[config.mk]
export PLATFORM = sky130hd
export DESIGN_NAME = sd_data_block_receiver_top
export DESIGN_NICKNAME = d
export VERILOG_FILES = /design/src/sv/sdbr_pkg.sv /design/src/sv/sd_data_block_receiver_top.sv /design/src/sv/sdbr_out_buf.sv
export SDC_FILE = /design/constraint.sdc
export NUM_CORES = 1
export LEC_CHECK = 0
export ABC_CLOCK_PERIOD_IN_PS = 8400
export BUFFER_PORTS_ARGS = -buffer_cell sky130_fd_sc_hd__buf_2
export CAP_MARGIN = 25
export CELL_PAD_IN_SITES_DETAIL_PLACEMENT = 1
export CELL_PAD_IN_SITES_GLOBAL_PLACEMENT = 2
export CORE_MARGIN = 3
export CORE_UTILIZATION = 36
export CTS_BUF_LIST = sky130_fd_sc_hd__clkbuf_8
export DETAILED_ROUTE_END_ITERATION = 10
export PLACE_DENSITY_LB_ADDON = 0.1
export SYNTH_ARGS = -nofsm -noshare
export SYNTH_HDL_FRONTEND = slang
export SYNTH_SLANG_ARGS = --single-unit
[constraint.sdc]
create_clock -name clk -period 8.4 [get_ports clk]
set_input_delay 1.68 -clock clk [delete_from_list [all_inputs] [get_ports clk]]
set_output_delay 1.68 -clock clk [all_outputs]
set_load 0.1 [all_outputs]
[src/sv/sdbr_pkg.sv]
// sdbr_pkg: shared types, codes and the crc-16 byte fold for the sd data block receiver
// no dependencies; used by sdbr_out_buf and sd_data_block_receiver_top
package sdbr_pkg;

    // input opcodes
    localparam logic [1:0] OP_START = 2'd0;
    localparam logic [1:0] OP_BYTE  = 2'd1;
    localparam logic [1:0] OP_TICK  = 2'd2;

    // result status codes
    localparam logic [1:0] ST_OK      = 2'd0;
    localparam logic [1:0] ST_TOKEN   = 2'd1;
    localparam logic [1:0] ST_CRC     = 2'd2;
    localparam logic [1:0] ST_TIMEOUT = 2'd3;

    // tokens on the card side
    localparam logic [7:0] TOKEN_START = 8'hfe;
    localparam logic [7:0] TOKEN_IDLE  = 8'hff;

    localparam logic [15:0] CRC_POLY  = 16'h1021;
    localparam logic [15:0] CRC_TOP   = 16'h8000;
    localparam logic [23:0] TIMER_MAX = 24'hffffff;
    localparam logic [23:0] TIMEOUT_RESET = 24'd200000;

    typedef enum logic [2:0] {
        PH_IDLE,
        PH_HUNT,
        PH_DATA,
        PH_CRC_HI,
        PH_CRC_LO
    } phase_t;

    typedef struct packed {
        logic       is_status;
        logic [7:0] data_byte;
        logic [1:0] status;
        logic       last;
    } result_t;

    // crc-16-ccitt, msb first, one byte folded in
    function automatic logic [15:0] crc_fold(input logic [15:0] crc_in, input logic [7:0] b);
        logic [15:0] c;
        c = crc_in ^ {b, 8'h00};
        for (int i = 0; i < 8; i++)
        begin
            if ((c & CRC_TOP) != 16'h0000)
                c = {c[14:0], 1'b0} ^ CRC_POLY;
            else
                c = {c[14:0], 1'b0};
        end
        return c;
    endfunction

endpackage

[src/sv/sd_data_block_receiver_top.sv]
// sd data block receiver: token hunt, data byte pass-through, crc-16 check, hunt timeout
// a result word is registered in sdbr_out_buf; out_valid shows it from the output register
// throughput: one input word per cycle; in_ready drops only when both result slots are full
// cfg_ready is always high; timeout_reg is loaded from cfg_data in the cycle it is written
// reset (rst_n, async, active low): phase idle, counters and crc cleared, timeout 200000
// depends on sdbr_pkg and sdbr_out_buf
module sd_data_block_receiver_top #(
    parameter int MAX_BLOCK = 512
) (
    input  logic        clk,
    input  logic        rst_n,
    // configuration write channel
    input  logic        cfg_valid,
    output logic        cfg_ready,
    input  logic [23:0] cfg_data,
    // input word channel
    input  logic        in_valid,
    output logic        in_ready,
    input  logic [1:0]  opcode,
    input  logic [7:0]  byte_value,
    input  logic [9:0]  block_length,
    // result word channel
    output logic        out_valid,
    input  logic        out_ready,
    output logic        is_status,
    output logic [7:0]  data_byte,
    output logic [1:0]  status,
    output logic        last
);

    // width that holds any legal MAX_BLOCK for the length clamp compare
    localparam int LenCmpW = 13;

    // transfer state
    sdbr_pkg::phase_t phase_reg, phase_next;
    logic [15:0]      crc_reg, crc_next;
    logic [9:0]       seen_reg, seen_next;
    logic [9:0]       expected_reg, expected_next;
    logic [23:0]      timer_reg, timer_next;
    logic [7:0]       crc_hi_reg, crc_hi_next;
    logic [23:0]      timeout_reg;

    // per-word scratch
    logic              accept;
    logic              res_valid;
    sdbr_pkg::result_t res_word;
    sdbr_pkg::result_t out_word;
    logic [9:0]        len_clamped;
    logic [9:0]        seen_inc;
    logic [23:0]       timer_inc;

    assign cfg_ready = 1'b1;
    assign accept    = in_valid && in_ready;

    // zero length means one byte; anything above MAX_BLOCK is cut to MAX_BLOCK
    always_comb
    begin
        if (block_length == 10'd0)
            len_clamped = 10'd1;
        else if ({{(LenCmpW - 10){1'b0}}, block_length} > LenCmpW'(MAX_BLOCK))
            len_clamped = 10'(MAX_BLOCK);
        else
            len_clamped = block_length;
    end

    assign seen_inc  = seen_reg + 10'd1;
    // hunt timer sticks at all ones
    assign timer_inc = (timer_reg == sdbr_pkg::TIMER_MAX) ? timer_reg : timer_reg + 24'd1;

    // next state and result word for the accepted input word
    always_comb
    begin
        phase_next    = phase_reg;
        crc_next      = crc_reg;
        seen_next     = seen_reg;
        expected_next = expected_reg;
        timer_next    = timer_reg;
        crc_hi_next   = crc_hi_reg;
        res_valid     = 1'b0;
        res_word      = '0;
        if (accept)
        begin
            unique case (opcode)
                sdbr_pkg::OP_START:
                begin
                    // a start while busy drops the running transfer
                    expected_next = len_clamped;
                    seen_next     = 10'd0;
                    crc_next      = 16'h0000;
                    timer_next    = 24'd0;
                    crc_hi_next   = 8'h00;
                    phase_next    = sdbr_pkg::PH_HUNT;
                end
                sdbr_pkg::OP_TICK:
                begin
                    if (phase_reg == sdbr_pkg::PH_HUNT)
                    begin
                        timer_next = timer_inc;
                        if (timer_inc >= timeout_reg)
                        begin
                            phase_next         = sdbr_pkg::PH_IDLE;
                            res_valid          = 1'b1;
                            res_word.is_status = 1'b1;
                            res_word.status    = sdbr_pkg::ST_TIMEOUT;
                            res_word.last      = 1'b1;
                        end
                    end
                end
                sdbr_pkg::OP_BYTE:
                begin
                    unique case (phase_reg)
                        sdbr_pkg::PH_HUNT:
                        begin
                            // fill bytes are skipped, start token opens the data phase
                            if (byte_value == sdbr_pkg::TOKEN_START)
                                phase_next = sdbr_pkg::PH_DATA;
                            else if (byte_value != sdbr_pkg::TOKEN_IDLE)
                            begin
                                phase_next         = sdbr_pkg::PH_IDLE;
                                res_valid          = 1'b1;
                                res_word.is_status = 1'b1;
                                res_word.data_byte = byte_value;
                                res_word.status    = sdbr_pkg::ST_TOKEN;
                                res_word.last      = 1'b1;
                            end
                        end
                        sdbr_pkg::PH_DATA:
                        begin
                            crc_next           = sdbr_pkg::crc_fold(crc_reg, byte_value);
                            seen_next          = seen_inc;
                            res_valid          = 1'b1;
                            res_word.data_byte = byte_value;
                            if (seen_inc >= expected_reg)
                                phase_next = sdbr_pkg::PH_CRC_HI;
                        end
                        sdbr_pkg::PH_CRC_HI:
                        begin
                            crc_hi_next = byte_value;
                            phase_next  = sdbr_pkg::PH_CRC_LO;
                        end
                        sdbr_pkg::PH_CRC_LO:
                        begin
                            // trailing crc is big-endian
                            phase_next         = sdbr_pkg::PH_IDLE;
                            res_valid          = 1'b1;
                            res_word.is_status = 1'b1;
                            res_word.last      = 1'b1;
                            res_word.status    = ({crc_hi_reg, byte_value} == crc_reg)
                                                 ? sdbr_pkg::ST_OK : sdbr_pkg::ST_CRC;
                        end
                        default:
                        begin
                            // bytes while idle are dropped
                        end
                    endcase
                end
                default:
                begin
                    // unused opcode, no effect
                end
            endcase
        end
    end

    always_ff @(posedge clk or negedge rst_n)
    begin
        if (!rst_n)
        begin
            phase_reg    <= sdbr_pkg::PH_IDLE;
            crc_reg      <= 16'h0000;
            seen_reg     <= 10'd0;
            expected_reg <= 10'd0;
            timer_reg    <= 24'd0;
            crc_hi_reg   <= 8'h00;
            timeout_reg  <= sdbr_pkg::TIMEOUT_RESET;
        end
        else
        begin
            phase_reg    <= phase_next;
            crc_reg      <= crc_next;
            seen_reg     <= seen_next;
            expected_reg <= expected_next;
            timer_reg    <= timer_next;
            crc_hi_reg   <= crc_hi_next;
            if (cfg_valid && cfg_ready)
                timeout_reg <= cfg_data;
        end
    end

    // result register with skid slot; in_ready comes straight off its skid flag
    sdbr_out_buf u_out_buf (
        .clk       (clk),
        .rst_n     (rst_n),
        .push      (res_valid),
        .push_word (res_word),
        .can_push  (in_ready),
        .out_valid (out_valid),
        .out_ready (out_ready),
        .out_word  (out_word)
    );

    assign is_status = out_word.is_status;
    assign data_byte = out_word.data_byte;
    assign status    = out_word.status;
    assign last      = out_word.last;

    // data words carry ok status and never close the transfer
    a_data_word_shape: assert property (@(posedge clk) disable iff (!rst_n)
        (out_valid && !is_status) |-> (status == sdbr_pkg::ST_OK && !last))
        else $error("malformed data word");

    // every status word closes the transfer
    a_status_is_last: assert property (@(posedge clk) disable iff (!rst_n)
        (out_valid && is_status) |-> last)
        else $error("status word without last");

    // a produced status result always returns the receiver to idle
    a_status_goes_idle: assert property (@(posedge clk) disable iff (!rst_n)
        (res_valid && res_word.is_status) |=> (phase_reg == sdbr_pkg::PH_IDLE))
        else $error("status issued but transfer still active");

    // byte counter never runs past the armed length
    a_seen_bounded: assert property (@(posedge clk) disable iff (!rst_n)
        (phase_reg == sdbr_pkg::PH_DATA) |-> (seen_reg < expected_reg))
        else $error("byte count overran block length");

endmodule

[src/sv/sdbr_out_buf.sv]
// sdbr_out_buf: two-entry result buffer (output register plus skid slot)
// depends on sdbr_pkg for the result word type
module sdbr_out_buf (
    input  logic              clk,
    input  logic              rst_n,
    input  logic              push,
    input  sdbr_pkg::result_t push_word,
    output logic              can_push,
    output logic              out_valid,
    input  logic              out_ready,
    output sdbr_pkg::result_t out_word
);

    logic              main_valid_reg, main_valid_next;
    logic              skid_valid_reg, skid_valid_next;
    sdbr_pkg::result_t main_reg, main_next;
    sdbr_pkg::result_t skid_reg, skid_next;
    logic              pop;

    assign can_push  = !skid_valid_reg;
    assign out_valid = main_valid_reg;
    assign out_word  = main_reg;
    assign pop       = main_valid_reg && out_ready;

    always_comb
    begin
        main_valid_next = main_valid_reg;
        skid_valid_next = skid_valid_reg;
        main_next       = main_reg;
        skid_next       = skid_reg;
        if (skid_valid_reg)
        begin
            if (pop)
            begin
                main_next       = skid_reg;
                skid_valid_next = 1'b0;
            end
        end
        else if (push)
        begin
            if (!main_valid_reg || pop)
            begin
                main_next       = push_word;
                main_valid_next = 1'b1;
            end
            else
            begin
                skid_next       = push_word;
                skid_valid_next = 1'b1;
            end
        end
        else if (pop)
        begin
            main_valid_next = 1'b0;
        end
    end

    always_ff @(posedge clk or negedge rst_n)
    begin
        if (!rst_n)
        begin
            main_valid_reg <= 1'b0;
            skid_valid_reg <= 1'b0;
        end
        else
        begin
            main_valid_reg <= main_valid_next;
            skid_valid_reg <= skid_valid_next;
        end
    end

    always_ff @(posedge clk)
    begin
        main_reg <= main_next;
        skid_reg <= skid_next;
    end

    // skid slot only fills behind a held output word
    a_skid_behind_main: assert property (@(posedge clk) disable iff (!rst_n)
        skid_valid_reg |-> main_valid_reg)
        else $error("skid word without output word");

    // a stalled output plus a new word must park it in the skid slot
    a_park_on_stall: assert property (@(posedge clk) disable iff (!rst_n)
        (push && can_push && main_valid_reg && !out_ready) |=> skid_valid_reg)
        else $error("word lost on stalled output");

endmodule
==> metrics.txt, run 1 <==
most common cell after layout, fill and taps aside nand2_1; Post-CTS Setup Inserts 0; Setup violations, final 0; Netlist cell types 60; number of enable flip-flop cells after synthesis 22; RSZ-0062 raised after global routing no; PwrDens 189 mW/mm2; final cycle utilization of the critical path 55.9%; Syn Nets 795; Skew-Pair Late Insertion Delay 450 ps; Req. time, crit path 8460 ps; Total GRT Usage 17.3%; flops & latches, synth 119; worst hold-check path type reg -> reg; commonest non-fill, non-tap cells in the layout nand2_1, dfrtp_1, o21ai_0; initial core utilization 37.2%; die outline area 0.0206 mm2; CP startpoint kind flip-flop; CTS H-tree depth 4; CTS Hold Bufs 0; # IOs 64; Syn Area/Cell 9.63 um2; DRT antenna net count 0; Sw Share 26.9%; CTS clk-pin slew, worst paths 80 ps; Max-Slew Margin vs Limit 31.1%; CTS Buf Count 17; Row Count 49; slowest CP cell a21oi_1; Resize count post-CTS 0; Max VDD drop 0.107 mV; Tmin final 4690 ps; Int Pwr 0.00108 W; clock sinks 119; crit-path max cell delay 850 ps; drt pass-1 iters 4; Gate Count Post-Synth 706; Placed Cells 972; Clk pwr share 42.9%; initial antenna violation count 1; Async SR Flop Fraction 81.5%; Post-Route WL 17.1 mm; Starting DRT DRC Count 251; Worst Path Max Fanout 11; clock root buffer clkbuf_8; via count 5340; Max Slew Vio Count 0; TritonCTS clock tree done; Worst Path Buf+Inv 0; Max Cap Viol 0; HPWL after DPL 12.5 mm; layout filler cell count 2091; Worst setup EP type flip-flop; Tot Pwr 0.00147 W; Setup Crit Path Kind reg -> reg; largest net degree at the start of global routing 71; Antenna Cells 0; Fin Setup TNS 0 ps; share of cells above drive strength 1 14.9%; combinational fraction of design power 13.6%; worst path cell trace and4_4, nand4_4, o41a_4, and3_4, nand3_1, xnor2_1, ha_1, nand4_1, nor4_1, nor4b_2, o32a_1, o21ai_1, a21oi_1; register area share after synthesis 45.6%; dominant synthesized flop cell dfrtp_1; final core occ 42.7%; Setup Skew 13.3 ps; Hold Fails Final Rpt 0; Pleak 3.71 nW; final non-filler cell total 1006; die height 143 um; max frequency 213 MHz; Top delay family on crit path compound AO/OA/AOI/OAI gates; Area Growth Syn to Fin 14.7%; Yosys warnings 0; Remaining DRCs 0; Overflow after GRT 0; IO Port Bufs 62; Seq pwr share 43.6%; placer's final routability congestion estimate 0.801; switching power 0.000397 W; cell area after synthesis 0.00680 mm2; Core Area 0.0183 mm2; clock buffer depth 2; layout net count 853; Tightest Pin Transition 1030 ps; vias in the first global route 5380; Die X 143 um; global-route wire length before repair 28.1 mm; WP data arrival 4750 ps; via/cell ratio 5.31; wire per inst 17.0 um; outcome finished, final reports clean
-- power by group through the flow --
stage | logic (W) | registers, W | clock network (W)
after floorplan | 0.000128 | 0.000650 | 0
after global placement | 0.000191 | 0.000652 | 0
after detailed placement | 0.000201 | 0.000654 | 0
after CTS | 0.000202 | 0.000642 | 0.000650
after global routing | 0.000229 | 0.000646 | 0.000675
final | 0.000200 | 0.000642 | 0.000632
-- logic make-up (layout without fill, tap and decap cells) --
kind of cell / count (synthesis) / in the layout / share of synthesized area (%)
other cells: 1 / 1 / 0.0552
simple gates: 219 / 219 / 16.2
compound gates: 186 / 186 / 17.2
fa+ha+maj: 40 / 40 / 7.37
flops: 119 / 119 / 45.6
buf+inv: 68 / 139 / 4.03
mux: 3 / 3 / 0.552
xor+xnor: 70 / 70 / 9.02
-- final cells by class --
type                    instances  area [um2]  share of cell area [%]
inverters                      41         154                    1.97
flip-flops and latches        119        3100                    39.7
well taps                     229         287                    3.68
clock inverters                15         231                    2.97
multi-input cells             519        3430                    44.0
clock buffers                  17         234                    3.00
repair buffers                 66         360                    4.62
-- per-layer routing --
layer  up-vias  GRT usage, %  wire (um)
li1       2610             -          -
met1      2623          24.7       8760
met2        93          26.4       7450
met3        12          4.46        743
met4         2          3.91        133
met5         -             0         13
-- cells in the mapped netlist, types with 2 or more instances --
cell	instances	area share, %
o21a_1	2	0.22
buf_4	2	0.22
o2111ai_1	2	0.26
o21ai_0	79	5.8
a21o_1	17	1.9
a31o_2	2	0.26
o21ai_1	9	0.66
dfrtp_1	91	34
clkbuf_1	20	1.1
a31oi_1	14	1.3
nor2b_1	4	0.37
a22o_1	19	2.4
xnor2_1	35	4.5
dfstp_2	6	2.3
nor2_1	22	1.2
a21oi_1	20	1.5
edfxtp_1	22	9.7
o31ai_1	10	1.1
buf_2	3	0.22
and4_1	4	0.52
nand4_1	12	1.1
inv_1	41	2.3
o32a_1	2	0.29
nand2_1	105	5.8
and3_1	10	0.92
and2_1	16	1.5
and3_2	2	0.22
nand2b_1	7	0.64
nor4_1	7	0.64
ha_1	40	7.4
a211oi_1	2	0.22
xor2_1	35	4.5
nand3_1	15	1.1
mux2_2	2	0.33
nor3_1	2	0.15
-- through the flow --
step                      instance area, um2  setup slack (ps)  hold slack (ps)
final                                   7790              3710              486
after global routing                    7790              3340              517
after CTS                               7760              3660              491
after detailed placement                7300              3690              474
after global placement                  7300              3850              470
after floorplan                         6800              4300              450
-- worst min-delay path, cell delays in order, from the launching register on --
cell	delay, ps
dfrtp_1	340
nand2_1	50
o21ai_0	60
-- worst paths after layout --
path / start / to / slack (ps) / cells past startpoint
worst max-delay path: timer_reg[6] / u_out_buf.out_word[2] / 3710 / 13
worst max register to register: timer_reg[6] / u_out_buf.out_word[2] / 3710 / 13
max in group asynchronous: rst_n / timeout_reg[6] / 6180 / 3
worst min-delay path: expected_reg[2] / expected_reg[2] / 490 / 2
min in group asynchronous: rst_n / crc_reg[10] / 1150 / 1
worst min register to register: expected_reg[2] / expected_reg[2] / 490 / 2
(Power assumes the default switching activity.)
==> inputs of run 2 (changes only) <==
--- a/config.mk
+++ b/config.mk
@@ -5,7 +5,8 @@
 export SDC_FILE = /design/constraint.sdc
 export NUM_CORES = 1
 export LEC_CHECK = 0
-export ABC_CLOCK_PERIOD_IN_PS = 8400
+export ABC_AREA = 1
+export ABC_CLOCK_PERIOD_IN_PS = 4700
 export BUFFER_PORTS_ARGS = -buffer_cell sky130_fd_sc_hd__buf_2
 export CAP_MARGIN = 25
 export CELL_PAD_IN_SITES_DETAIL_PLACEMENT = 1
==> constraint.sdc (replaced) <==
create_clock -name clk -period 4.7 [get_ports clk]
set_input_delay 0.94 -clock clk [delete_from_list [all_inputs] [get_ports clk]]
set_output_delay 0.94 -clock clk [all_outputs]
set_load 0.1 [all_outputs]
==> run 2 against run 1 <==
Against the previous run: flip-flop and latch count unchanged; sequential share of layout area decreased by 0.90 points; critical path depth up 9; synthesized area grew 3.1%; final cell count rose by 20%; clock power grew 47%; wire length up 12%; maximum frequency up 21%; highest routed layer is now met4.
==> metrics.txt, run 2 <==
outcome finished, final reports clean; wire per inst 15.9 um (-6.5%); most frequent cell after synthesis nand2_1; Die X 145 um (+1.5%); clock buffer depth 2 (unchanged); commonest non-fill, non-tap cells in the layout nand2_1, inv_1, dfrtp_1; Tmin final 3860 ps (-829 ps); # IOs 64 (unchanged); CP startpoint kind flip-flop; Netlist cell types 39 (-35%); die outline area 0.0212 mm2 (+3.0%); via count 5911 (+11%); max frequency 259 MHz (+21%); FF-to-FF path depth 22 (+9); flops & latches, synth 119 (unchanged); Hold Fails Final Rpt 0 (unchanged); Fin Setup TNS 0 ps (unchanged); Top delay family on crit path simple AND/OR/NAND/NOR gates; TritonCTS clock tree done; placer's final routability congestion estimate 0.857 (+6.9%); most used cell, CP nand2_1; met3 Usage GRT 3.67% (-0.78 points); Final WS setup 837 ps (-2870 ps); largest net degree at the start of global routing 77 (+8.5%); global-route wire length before repair 32.6 mm (+16%); IO Port Bufs 62 (unchanged); via/cell ratio 4.91 (-7.5%); RSZ-0062 raised after global routing no; Yosys warnings 0 (unchanged); Overflow after GRT 0 (unchanged); Synth area leader dfrtp_1; Syn Nets 953 (+20%); Async SR Flop Fraction 81.5% (unchanged); Setup Crit Path Kind reg -> reg; Post-CTS Setup Inserts 0 (unchanged); layout net count 1020 (+20%); Worst setup EP type flip-flop; Pleak 4.05 nW (+9.4%); Setup Skew 10.9 ps (-2.45 ps); share of cells above drive strength 1 14.6% (-0.31 points); Antenna Cells 0 (unchanged); dominant synthesized flop cell dfrtp_1; worst path cell trace ha_1, inv_1, nor3_4, nand2_2, nor2_2, nand2_2, o21ai_0, inv_1, ha_1, nand2_1, nor2_1, nor2_1, nand2_1, nand2_1, nand2_1, nand2_1, nand3_1, nand2_1, nand2_1, nand2_1, a21oi_1, buf_4; Req. time, crit path 4850 ps (-3610 ps); vias in the first global route 6567 (+22%); die height 145 um (+1.5%); Worst Path Buf+Inv 3 (+3); Starting DRT DRC Count 162 (-35%); most common cell after layout, fill and taps aside nand2_1; Gate Count Post-Synth 864 (+22%); drt pass-1 iters 4 (unchanged); CTS Buf Count 17 (unchanged); CTS clk-pin slew, worst paths 80 ps (about the same); Max VDD drop 0.149 mV (+39%); final core occ 42.2% (-0.45 points); clock sinks 119 (unchanged); most frequent cells after synthesis nand2_1, inv_1, dfrtp_1, o21ai_0, nor2_1; slowest CP cell dfrtp_1; GRT busiest layer met2; Resize count post-CTS 0 (unchanged); Max Cap Viol 0 (unchanged); Worst Path Max Fanout 23 (+12); crit-path max cell delay 450 ps (-400 ps); dpl ws 848 ps (-2840 ps); Setup violations, final 0 (unchanged); Max Slew Vio Count 0 (unchanged); M2 GR Usage 34.1% (+7.7 points); post-synth top area share 32.5% (-1.0 points); CTS Hold Bufs 0 (unchanged); HPWL after DPL 14.5 mm (+16%); Synth area leaders dfrtp_1, nand2_1, edfxtp_1, ha_1, inv_1; routing usage on met1 23.2% (-1.5 points); worst hold-check path type in -> async; Placed Cells 1171 (+20%); layout filler cell count 2312 (+11%); initial core utilization 37.1% (-0.11 points); final cycle utilization of the critical path 82.2% (+26 points); final non-filler cell total 1204 (+20%); initial antenna violation count 0 (-1); WP data arrival 4020 ps (-730 ps); Skew-Pair Late Insertion Delay 450 ps (about the same); PwrDens 272 mW/mm2 (+44%); Post-Route WL 19.1 mm (+12%); cell area after synthesis 0.00701 mm2 (+3.1%); Core Area 0.0189 mm2 (+3.4%); Tightest Pin Transition 942 ps (-91.1 ps); instance count on the critical path 22 (+9); Remaining DRCs 0 (unchanged); DRT antenna net count 0 (unchanged); Syn Area/Cell 8.11 um2 (-16%); CTS H-tree depth 4 (unchanged); Row Count 50 (+2.0%); Max-Slew Margin vs Limit 36.8% (+5.7 points); number of enable flip-flop cells after synthesis 22 (unchanged); Area Growth Syn to Fin 13.8%; Total GRT Usage 19.0% (+1.7 points); register area share after synthesis 44.2% (-1.4 points); clock root buffer clkbuf_8
[run 2: cell count changes in the layout (fill, tap and decap cells not counted), sizes merged, moves of 15 or more]
cell / delta
inv: +98
nor2: +45
and2: -15
a21o: -16
o22ai: +18
nand2: +124
[run 2: cell type report]
| class | instances | area [um2] | area share [%] |
|---|---|---|---|
| multi-input combinational | 592 | 3300 | 41.4 |
| inverter | 133 | 499 | 6.26 |
| timing repair buffer | 68 | 378 | 4.74 |
| tap | 260 | 325 | 4.08 |
| clock buffer | 17 | 234 | 2.93 |
| sequential | 119 | 3100 | 38.8 |
| clock inverter | 15 | 144 | 1.80 |
[run 2: path summary, 6_finish.rpt]
| kind | from | to | slack [ps] |
|---|---|---|---|
| hold reg to reg | phase_reg[2] | phase_reg[2] | 500 |
| max in group asynchronous | rst_n | timeout_reg[16] | 3300 |
| hold / removal | rst_n | timer_reg[1] | 410 |
| setup reg to reg | timer_reg[0] | u_out_buf.out_word[0] | 840 |
| setup / recovery | timer_reg[0] | u_out_buf.out_word[0] | 840 |
| min in group clk | phase_reg[2] | phase_reg[2] | 500 |
[run 2: metal layers]
metal  wire, um  part of all wire, %
met3        566                  3.0
met2       9800                   51
met1       8550                   45
met5          0                    0
met4        229                  1.2
[run 2: kinds of logic after synthesis]
logic type	Yosys count	synth area share (%)
simple gates	359	21.7
buf+inv	153	8.72
compound gates	140	11.6
flops	119	44.2
xor+xnor	51	6.48
fa+ha+maj	40	7.14
other cells	1	0.0535
mux	1	0.161
[run 2: power by group]
group          total (W)  internal (W)  switching [W]
Sequential       0.00107       0.00107     0.00000499
Clock           0.000927      0.000431       0.000496
Combinational   0.000168     0.0000593       0.000108
Total            0.00217       0.00156       0.000610
[run 2: through the flow]
step	power, W	hold WS (ps)	instance area [um2]
2_1_floorplan	0.00119	442	7010
3_3_place_gp	0.00125	462	7570
3_5_place_dp	0.00126	488	7570
4_1_cts	0.00220	506	7950
5_1_grt	0.00228	401	7980
6_report	0.00217	413	7980
==> inputs of run 3 (changes only) <==
--- a/config.mk
+++ b/config.mk
@@ -6,7 +6,7 @@
 export NUM_CORES = 1
 export LEC_CHECK = 0
 export ABC_AREA = 1
-export ABC_CLOCK_PERIOD_IN_PS = 4700
+export ABC_CLOCK_PERIOD_IN_PS = 3700
 export BUFFER_PORTS_ARGS = -buffer_cell sky130_fd_sc_hd__buf_2
 export CAP_MARGIN = 25
 export CELL_PAD_IN_SITES_DETAIL_PLACEMENT = 1
==> constraint.sdc (replaced) <==
create_clock -name clk -period 3.7 [get_ports clk]
set_input_delay 0.74 -clock clk [delete_from_list [all_inputs] [get_ports clk]]
set_output_delay 0.74 -clock clk [all_outputs]
set_load 0.1 [all_outputs]
==> run 3 against run 2 <==
Against the previous run: non-clock buffer count up 3; global-route usage decreased by 0.18 points; register-to-register slack got worse by 510 ps; clock skew up 5.8 ps; die area stayed put; largest power group unchanged; maximum frequency increased by 15%.
==> metrics.txt, run 3 (same netlist as run 2, synthesis figures left out) <==
worst hold-check path type in -> async; Worst Path Buf+Inv 3 (unchanged); IO Port Bufs 62 (unchanged); DP Area 0.00760 mm2 (+0.40%); Max Cap Viol 0 (unchanged); Req. time, crit path 3900 ps (-950 ps); Top delay family on crit path simple AND/OR/NAND/NOR gates; Worst setup EP type flip-flop; Reg2Reg Capture Point u_out_buf.out_word[4]; Tot Pwr 0.00283 W (+31%); layout filler cell count 2391 (+3.4%); final cycle utilization of the critical path 91.2% (+9.0 points); R2R Setup Slk 330 ps (-510 ps); global-route wire length before repair 32.6 mm (+0.13%); Total GRT Usage 18.8% (-0.18 points); CTS clk-pin slew, worst paths 80 ps (about the same); drt pass-1 iters 4 (unchanged); worst path cell trace ha_2, inv_1, nor3_4, nand2_2, nor2_2, nand2_4, buf_4, nand2_1, ha_1, a21oi_1, o21ai_0, a21oi_1, nand3_1, nand2_1, nand2_1, nand2_1, a21oi_1, buf_4; CTS H-tree depth 4 (unchanged); Seq pwr share 48.1% (-1.4 points); Core Area 0.0189 mm2 (unchanged); combinational fraction of design power 7.5% (-0.2 points); layout net count 1023 (+0.29%); clock sinks 119 (unchanged); switching power 0.000734 W (+20%); RSZ-0062 raised after global routing no; CTS Buf Count 17 (unchanged); Max VDD drop 0.188 mV (+26%); Pleak 4.08 nW (+0.73%); Hold Fails Final Rpt 0 (unchanged); met3 Usage GRT 3.96% (+0.28 points); most common cell after layout, fill and taps aside nand2_1; Starting DRT DRC Count 253 (+56%); outcome finished, final reports clean; Worst Path Max Fanout 13 (-43%); clock root buffer clkbuf_8; CP startpoint kind flip-flop; Tmin final 3370 ps (-490 ps); Tightest Pin Transition 721 ps (-222 ps); vias in the first global route 6569 (+0.030%); TritonCTS clock tree done; clock buffer depth 2 (unchanged); Overflow after GRT 0 (unchanged); Remaining DRCs 0 (unchanged); # IOs 64 (unchanged); commonest non-fill, non-tap cells in the layout nand2_1, inv_1, dfrtp_1; via count 5848 (-1.1%); die height 145 um (unchanged); Setup Crit Path Kind reg -> reg; CTS Hold Bufs 0 (unchanged); Clk pwr share 44.4% (+1.6 points); most used cell, CP nand2_1; routing usage on met1 23.2% (about the same); Fin Setup TNS 0 ps (unchanged); multi-input logic area 0.00331 mm2 (+0.23%); PwrDens 353 mW/mm2 (+30%); Max Slew Vio Count 0 (unchanged); Setup violations, final 0 (unchanged); Hold Slack 316 ps (-97.1 ps); FF/Latch Area 0.00310 mm2 (about the same); initial antenna violation count 0 (unchanged); initial core utilization 37.1% (unchanged); via/cell ratio 4.85 (-1.3%); Post-Route WL 19.0 mm (-0.53%); Die X 145 um (unchanged); wire per inst 15.8 um (-0.78%); crit-path max cell delay 430 ps (-20 ps); Sw Share 25.9% (-2.2 points); Int Pwr 0.00210 W (+35%); Skew-Pair Late Insertion Delay 450 ps (about the same); slowest CP cell dfrtp_1; placer's final routability congestion estimate 0.843 (-1.6%); finished layout cell area 0.00802 mm2 (+0.55%); die outline area 0.0212 mm2 (unchanged); largest net degree at the start of global routing 50 (-35%); M2 GR Usage 33.6% (-0.54 points); Setup Skew 16.7 ps (+5.78 ps); share of cells above drive strength 1 15.0% (+0.38 points); GRT busiest layer met2; dpl ws 168 ps (-680 ps); Antenna Cells 0 (unchanged); WP data arrival 3570 ps (-450 ps); Final WS setup 327 ps (-510 ps); DRT antenna net count 0 (unchanged); Max-Slew Margin vs Limit 51.9% (+15 points); FF-to-FF path depth 18 (-18%); max frequency 296 MHz (+15%); r2r startpoint timer_reg[0]; Row Count 50 (unchanged); HPWL after DPL 14.8 mm (+1.8%); Area Growth Syn to Fin 14.5%
## run 3: cell count changes in the layout (fill, tap and decap cells not counted), moves of 2 or more
cell / delta
buf_4: +4
bufinv_16: +2
clkinv_4: -2
clkinvlp_4: +2
inv_6: -2
## run 3: timing repair
item                       CTS  global route
setup endpoints to repair    0            22
resized for setup            0             4
buffers inserted             0             0
## run 3: layer usage
metal,vias up,routed length [um]
met4,0,229
met1,2857,8690
met2,55,9720
met5,-,0
met3,20,393
li1,2916,-
## run 3: power by group through the flow
stage	clock network [W]	registers (W)	logic, W
detailed placement	0	0.00139	0.000217
global placement	0	0.00139	0.000209
CTS	0.00129	0.00136	0.000219
finish	0.00126	0.00136	0.000213
floorplan	0	0.00139	0.000118
global route	0.00136	0.00137	0.000247
## run 3: worst max path at each step
| stage | to | cells after the start | startpoint |
|---|---|---|---|
| after floorplan | u_out_buf.out_word[0] | 18 | timer_reg[0] |
| after global placement | u_out_buf.out_word[9] | 24 | timer_reg[0] |
| after detailed placement | u_out_buf.out_word[5] | 24 | timer_reg[0] |
| after CTS | u_out_buf.out_word[2] | 24 | timer_reg[0] |
| after global routing | u_out_buf.out_word[0] | 24 | timer_reg[0] |
| final | u_out_buf.out_word[4] | 18 | timer_reg[0] |
## run 3: metrics by stage
stage                     std cells  util (%)
after global placement         1175      40.2
after CTS                      1207      42.4
after floorplan                 864         -
after global routing           1207      42.4
final                          1207      42.4
after detailed placement       1175      40.2
## run 3: cell type report
cell class / instances / share of cell area [%]
sequential: 119 / 38.6
clock inverter: 15 / 2.20
tap: 260 / 4.06
inverter: 133 / 6.23
clock buffer: 17 / 2.92
multi-input combinational: 592 / 41.2
timing repair buffer: 71 / 4.74
## run 3: worst reg2reg max path, cell delays in order (launching register included)
cell,delay [ps]
dfrtp_1,430
ha_2,260
inv_1,100
nor3_4,180
nand2_2,100
nor2_2,140
nand2_4,140
buf_4,230
nand2_1,100
ha_1,250
a21oi_1,180
o21ai_0,110
a21oi_1,210
nand3_1,110
nand2_1,120
nand2_1,60
nand2_1,130
a21oi_1,80
buf_4,190
